===== config.mk =====
export PLATFORM = sky130hd
export DESIGN_NAME = cci_ram
export DESIGN_NICKNAME = d
export VERILOG_FILES = /design/src/rtl/cci_ram.sv
export SDC_FILE = /design/constraint.sdc
export NUM_CORES = 1
export LEC_CHECK = 0
export BUFFER_PORTS_ARGS = -buffer_cell sky130_fd_sc_hd__buf_2
export CAP_MARGIN = 25
export CORE_MARGIN = 5
export CORE_UTILIZATION = 34
export CTS_BUF_LIST = sky130_fd_sc_hd__clkbuf_16
export DETAILED_ROUTE_END_ITERATION = 8
export HOLD_SLACK_MARGIN = 0.02
export SLEW_MARGIN = 0
export SYNTH_ARGS = -nofsm -noshare
export SYNTH_HDL_FRONTEND = slang
export SYNTH_SLANG_ARGS = --single-unit

===== constraint.sdc =====
create_clock -name clk -period 6.35 [get_ports clk]
set_input_delay 1.27 -clock clk [delete_from_list [all_inputs] [get_ports clk]]
set_output_delay 1.27 -clock clk [all_outputs]
set_load 0.05 [all_outputs]

===== src/rtl/cci_ram.sv =====
// ----------------------------------------------------------------------------
// cci_ram
// Generic RAM: one write port, two registered read ports.
// ----------------------------------------------------------------------------
`default_nettype none

module cci_ram #(
    parameter int WIDTH = 16,
    parameter int DEPTH = 4
) (
    input  wire logic                                   clk,
    input  wire logic                                   we,
    input  wire logic [((DEPTH > 1) ? $clog2(DEPTH) : 1)-1:0] waddr,
    input  wire logic [WIDTH-1:0]                       wdata,
    input  wire logic                                   re,
    input  wire logic [((DEPTH > 1) ? $clog2(DEPTH) : 1)-1:0] raddr_a,
    input  wire logic [((DEPTH > 1) ? $clog2(DEPTH) : 1)-1:0] raddr_b,
    output logic      [WIDTH-1:0]                       rdata_a,
    output logic      [WIDTH-1:0]                       rdata_b
);

    logic [WIDTH-1:0] mem_reg [DEPTH];
    logic [WIDTH-1:0] rdata_a_reg;
    logic [WIDTH-1:0] rdata_b_reg;

    always_ff @(posedge clk)
    begin
        if (we)
        begin
            mem_reg[waddr] <= wdata;
        end
        if (re)
        begin
            rdata_a_reg <= mem_reg[raddr_a];
            rdata_b_reg <= mem_reg[raddr_b];
        end
    end

    assign rdata_a = rdata_a_reg;
    assign rdata_b = rdata_b_reg;

endmodule

`default_nettype wire


======== Yosys cells after proc, flatten, opt, wreduce, memory -nomap -nowiden ========
Memories as Yosys holds them, arrays and structs flattened. A register that Yosys moved wholly into a read port is not among the register bits.
Index checks and enable logic that the tools add are counted.
word-level totals
  memories ................................ 1
  ROM bits ................................ 0
  input bits .............................. 25
  output and inout bits ................... 32
  bits in writable memories ............... 64
  bits in latches ......................... 0
  register bits ........................... 0
  logic and storage cells ................. 3
memories
  memory   depth  bits a word  read ports  clocked after memory_dff  wr ports  RTL line  RTL
  mem_reg  4      16           2           2                         1         22        logic [WIDTH-1:0] mem_reg [DEPTH];
cells by class
  equal/unequal tests ..................... 0
  shifts and indexed selects .............. 0
  divide/modulo/power cells ............... 0
  order comparisons ....................... 0
  multipliers ............................. 0
  $add $sub $neg .......................... 0
  mux-type cells .......................... 2
  reductions and logical operators ........ 0
  bitwise logic cells ..................... 0
operator list
  operator           count
  1-bit two-way mux  2

======== Depth between registers and ports, before layout ========
Gate-level depths: netlist (run 1).
  word-level depth ........................ 2
  gate-level depth with buffers ........... 3
  mapped depth without buffers ............ 1

======== Worst setup path after synthesis (run 1) ========
No wires, ideal clock.
  kind .................................... input to register
  start ................................... input waddr[1] in the netlist's numbering
  end ..................................... memory mem_reg[0][0], enable pin
  stages .................................. 1
  setup slack ............................. 3.414 ns
  path buffers ............................ 0
  library setup time ...................... 0.413 ns
  arrival time ............................ 2.523 ns
  data required time ...................... 5.937 ns
  cells stage by stage .................... nor3b_1
RTL lines
  item                RTL line  RTL
  start: declaration  13        input wire logic [((DEPTH > 1) ? $clog2(DEPTH) : 1)-1:0] waddr,
  end: declaration    22
Straight into the memory's write port.

======== Worst setup path in the final report (run 1) ========
  start ................................... input raddr_a[0] in the netlist's numbering
  end ..................................... register rdata_a_reg[0], in the netlist rdata_a[0], read port of mem_reg, data pin
RTL lines
  item                RTL line  RTL
  start: declaration  16        input wire logic [((DEPTH > 1) ? $clog2(DEPTH) : 1)-1:0] raddr_a,
  end: declaration    23        logic [WIDTH-1:0] rdata_a_reg;
No word-level cell between the ends.

==> results of run 1 <==
[final timing paths]
| path | startpoint | end | slack (ns) |
|---|---|---|---|
| max | raddr_a[0] | rdata_a[0]$_DFFE_PP_ | 4.08 |
| min reg2reg | mem_reg[3][15]$_DFFE_PP_ | rdata_a[15]$_DFFE_PP_ | 0.64 |
| max reg2reg | mem_reg[1][0]$_DFFE_PP_ | rdata_a[0]$_DFFE_PP_ | 5.18 |
| min | mem_reg[3][15]$_DFFE_PP_ | rdata_a[15]$_DFFE_PP_ | 0.64 |
[synthesized netlist by cell type (all sizes together)]
library cell  instances  area [sq um]
and3b                 2          17.5
buf                   8          82.6
nor3b                 1          7.51
and3                  1          6.26
mux4                 32           766
edfxtp               96          2880
[power breakdown]
group          leakage (nW)  total [mW]  internal [mW]  switching [mW]
registers             0.901       0.753          0.741          0.0117
logic                 0.502       0.138         0.0451          0.0933
clock network         0.139       0.463          0.258           0.206
total                  1.54        1.35           1.04           0.311
[per-layer routing]
| metal | GRT usage | up-vias | share of wire |
|---|---|---|---|
| met1 | 0.0968 | 872 | 0.33 |
| li1 | - | 754 | - |
| met2 | 0.204 | 34 | 0.61 |
| met4 | 0.0634 | 0 | 0.024 |
| met5 | 0 | - | 0 |
| met3 | 0.0263 | 10 | 0.036 |
[final cells by class]
type / instances / area [sq um]
flip-flops and latches: 96 / 2880
fillers: 949 / 6440
well taps: 140 / 175
clock buffers: 9 / 225
repair buffers: 57 / 288
multi-input cells: 36 / 802
clock inverters: 7 / 31.3
[stage by stage]
| step | hold WS (ns) | cells | setup WS, ns | util | power, mW |
|---|---|---|---|---|---|
| finish | 0.641 | 345 | 4.08 | 0.406 | 1.35 |
| global route | 0.655 | 345 | 4.00 | 0.406 | 1.41 |
| CTS | 0.645 | 345 | 4.06 | 0.406 | 1.37 |
| detailed placement | 0.631 | 329 | 3.70 | 0.383 | 0.908 |
| global placement | 0.615 | 329 | 3.73 | 0.383 | 0.904 |
| floorplan | 0.611 | 140 | 3.41 | - | 0.868 |
[kinds of logic after synthesis]
group	count (synthesis)
flip-flops	96
buffers and inverters	8
AND/OR/NAND/NOR	4
multiplexers	32
==> results.yml, run 1 <==
detailed_routing:
  drtAntennaViolNets: 0
  first_iter_violations: 63
  routed_wl_mm: 6.33
  via_per_inst: 4.84
  first_pass_iters: 4
  dr_total_vias: 1670
  avgRoutedWirePerCell_um: 18.4
  drc: 0
clock_network:
  cts_made_buffers: 9
  cts.sinks: 96
  clockBufferDepth: 2
  path_clk_slew_ns: 0.06
  post-cts-setup-buffers: 0
  h-tree-depth: 3
  clk-insertion-delay-late_ns: 0.33
  clock-root-buffer: "clkbuf_16"
  ctsHoldBuffers: 0
  cts_tree: "done"
  cts_resized: 0
run_status:
  status: "finished clean"
timing:
  finClkSkew_ns: 0.00547
  fmax_mhz: 440
  setup-tns-final_ns: 0
  setup_viol: 0
  hold_viol_final: 0
  max_slew.worst_pin.slew_ns: 0.916
  rsz0062_at_grt: "no"
  fin_crit_sh: 0.358
  relSlewSlack: 0.390
  final_max_slew_viol_count: 0
  period_needed_ns: 2.27
logic_synthesis:
  synth_nets: 165
  synth.mux.area_fraction: 0.204
  synthXorXnorAreaFrac: 0
  yosys.area_share.simple: 0.00831
  synth_area_sq_um: 3760
  synth_cell_types: 9
  synth_top_family_by_area: "multiplexers"
  synth-compound-area-share: 0
  avgSynthCellArea_sq_um: 26.9
  yosysWarningCount: 0
  synth_fa_ha_area_frac: 0
  ys_seq_area_frac: 0.766
  netlist_instances: 140
  ys_ff_latch: 96
pwr:
  leakagePower_nw: 1.54
  p_per_area_nw_per_um2: 308
  ir_drop_uv: 119
critical_path:
  crit_family: "multiplexers"
  critPathBufInv: 1
  cp_slowest_cell: "mux4_1"
  crit_path_max_incr_delay_ns: 0.63
  setup.worst_path.end_class: "register"
  required_ns: 6.42
  cp.depth: 2
  crit_arrival_ns: 2.34
  r2r_cells: 1
  critPathLaunchType: "input pin"
  cp_cell_sequence: "buf_2 -> mux4_1"
  cp_max_fo: 16
  worstSetupPathType: "input pin to register"
global_route:
  grt_pass1_wl_mm: 10.0
  grt_pass1_vias: 1848
  antenna_found_initial: 0
  grt_util_all_layers: 0.105
  grt_max_degree: 33
  grt_overflow: 0
layout:
  mostFrequentLayoutCell: "edfxtp_1"
  final_cell_area_sq_um: 4400
  antenna_cells: 0
  nets: 225
  final_cell_mix: "96 x edfxtp_1, 56 x buf_2, 20 x mux4_2, 12 x mux4_1, 9 x clkbuf_16"
  syn_to_final_growth_pct: 17.1
  drive_gt1_frac: 0.444
  largest_reg_flops: 64
flow_run:
  maxCapViolations: 0
floorplanning:
  core_area_sq_um: 10800
  die_w_um: 115
  chipHeight_um: 115
  num_rows: 38
  pin_count: 57
  dieArea_sq_um: 13300
  start_util: 0.347
placed_design:
  place.gp.congestion: 0.699
  hpwl_mm: 4.13
  io_buffers: 56
  dpl_cell_area_sq_um: 4150
min_path:
  hp-class: "register to register"
  worstHoldPathCells: 1
Note: power is estimated with default switching activity, not from simulation.
==> run 2: changes to the inputs <==
- clock period: 6.35 -> 2.35 ns (I/O delays scaled with it)
==> results.yml, run 2 (synthesized netlist as in run 1, its figures left out) <==
run_status:
  status: "finished clean"
detailed_routing:
  avgRoutedWirePerCell_um: 18.3
  routed_wl_mm: 6.36
  drtAntennaViolNets: 0
  via_per_inst: 4.79
  drc: 0
  first_iter_violations: 85
  first_pass_iters: 4
  dr_total_vias: 1667
critical_path:
  critPathLaunchType: "input pin"
  cp_slowest_cell: "mux4_1"
  setup.worst_path.end_class: "register"
  ff2ff_setup_slack_ns: 1.20
  regToRegEndpoint: "rdata_a[1]$_DFFE_PP_"
  crit_end: "rdata_a[14]$_DFFE_PP_"
  r2r_cells: 1
  critPathBufInv: 1
  cp_max_fo: 16
  reg2reg_from: "mem_reg[0][1]$_DFFE_PP_"
  cp_cell_sequence: "buf_2 -> mux4_1"
  worstSetupStartpoint: "raddr_a[0]"
  worstSetupPathType: "input pin to register"
  crit_family: "multiplexers"
  crit_path_max_incr_delay_ns: 0.62
  crit_arrival_ns: 1.54
  required_ns: 2.42
  cp.depth: 2
layout:
  mostFrequentLayoutCell: "edfxtp_1"
  nets: 228
  syn_to_final_growth_pct: 17.6
  drive_gt1_frac: 0.447
  final_cell_area_sq_um: 4430
  post-route-util: 0.408
  antenna_cells: 0
  nFillCells: 971
  largest_reg_flops: 64
  final_cell_mix: "96 x edfxtp_1, 56 x buf_2, 20 x mux4_2, 12 x mux4_1, 9 x clkbuf_16"
  fin_cells: 348
pwr:
  leakagePower_nw: 1.55
  power_switching_mw: 0.840
  share_comb_of_total_power: 0.103
  pwr-share-seq: 0.556
  power.total_mw: 3.66
  power.internal_mw: 2.82
  switching_share: 0.229
  p_per_area_nw_per_um2: 828
  ir_drop_uv: 309
  p_clk_frac: 0.341
global_route:
  grt_max_degree: 33
  grt_pass1_vias: 1869
  antenna_found_initial: 0
  grt_overflow: 0
  grt_pass1_wl_mm: 10.1
  grt_util_all_layers: 0.106
clock_network:
  clock-root-buffer: "clkbuf_16"
  cts_resized: 0
  cts_made_buffers: 9
  clockBufferDepth: 2
  h-tree-depth: 3
  clk-insertion-delay-late_ns: 0.34
  post-cts-setup-buffers: 0
  cts.sinks: 96
  ctsHoldBuffers: 0
  cts_tree: "done"
  path_clk_slew_ns: 0.06
timing:
  hold_viol_final: 0
  fmax_mhz: 677
  relSlewSlack: 0.528
  finClkSkew_ns: 0.00906
  fin_crit_sh: 0.628
  setup-tns-final_ns: 0
  period_needed_ns: 1.48
  final_max_slew_viol_count: 0
  max_slew.worst_pin.slew_ns: 0.709
  setup_viol: 0
  hold-worst-slack_ns: 0.348
  setup_slack_ns: 0.873
  rsz0062_at_grt: "no"
placed_design:
  place.gp.congestion: 0.696
  io_buffers: 56
  place_ws_ns: 0.490
  dp.cells: 332
  dpl_cell_area_sq_um: 4170
floorplanning:
  chipHeight_um: 115
  core_area_sq_um: 10800
  dieArea_sq_um: 13300
  num_rows: 38
  die_w_um: 115
  pin_count: 57
  start_util: 0.347
min_path:
  hp-class: "input pin to register"
flow_run:
  maxCapViolations: 0
==> run 2: power groups by stage <==
stage / sequential (mW) / combinational [mW] / clock [mW]
6_report: 2.04 / 0.376 / 1.25
5_1_grt: 2.05 / 0.397 / 1.37
4_1_cts: 2.04 / 0.384 / 1.30
3_5_place_dp: 2.07 / 0.383 / 0
3_3_place_gp: 2.07 / 0.378 / 0
2_1_floorplan: 2.22 / 0.130 / 0
==> run 2: cell type report <==
type | count | area [sq um] | share of cell area
clock inverter | 7 | 30.0 | 0.00679
multi-input combinational | 36 | 802 | 0.181
timing repair buffer | 60 | 310 | 0.0701
sequential | 96 | 2880 | 0.651
clock buffer | 9 | 225 | 0.0509
tap | 140 | 175 | 0.0396
==> run 2: worst min path at each step <==
stage / cells past startpoint / slack [ns] / from / endpoint
after floorplan: 0 / 0.57 / wdata[0] / mem_reg[0][0]$_DFFE_PP_
after global placement: 1 / 0.62 / mem_reg[3][15]$_DFFE_PP_ / rdata_a[15]$_DFFE_PP_
after detailed placement: 1 / 0.63 / mem_reg[0][3]$_DFFE_PP_ / rdata_a[3]$_DFFE_PP_
after CTS: 1 / 0.33 / wdata[14] / mem_reg[0][14]$_DFFE_PP_
after global routing: 1 / 0.34 / wdata[14] / mem_reg[0][14]$_DFFE_PP_
final: 1 / 0.35 / wdata[14] / mem_reg[2][14]$_DFFE_PP_
==> run 2: routing by layer <==
| layer | track usage | wire length [um] | vias up |
|---|---|---|---|
| met5 | 0 | 0 | - |
| met4 | 0.0516 | 116 | 0 |
| met3 | 0.0321 | 202 | 7 |
| met2 | 0.205 | 3870 | 21 |
| met1 | 0.100 | 2170 | 884 |
| li1 | - | - | 755 |
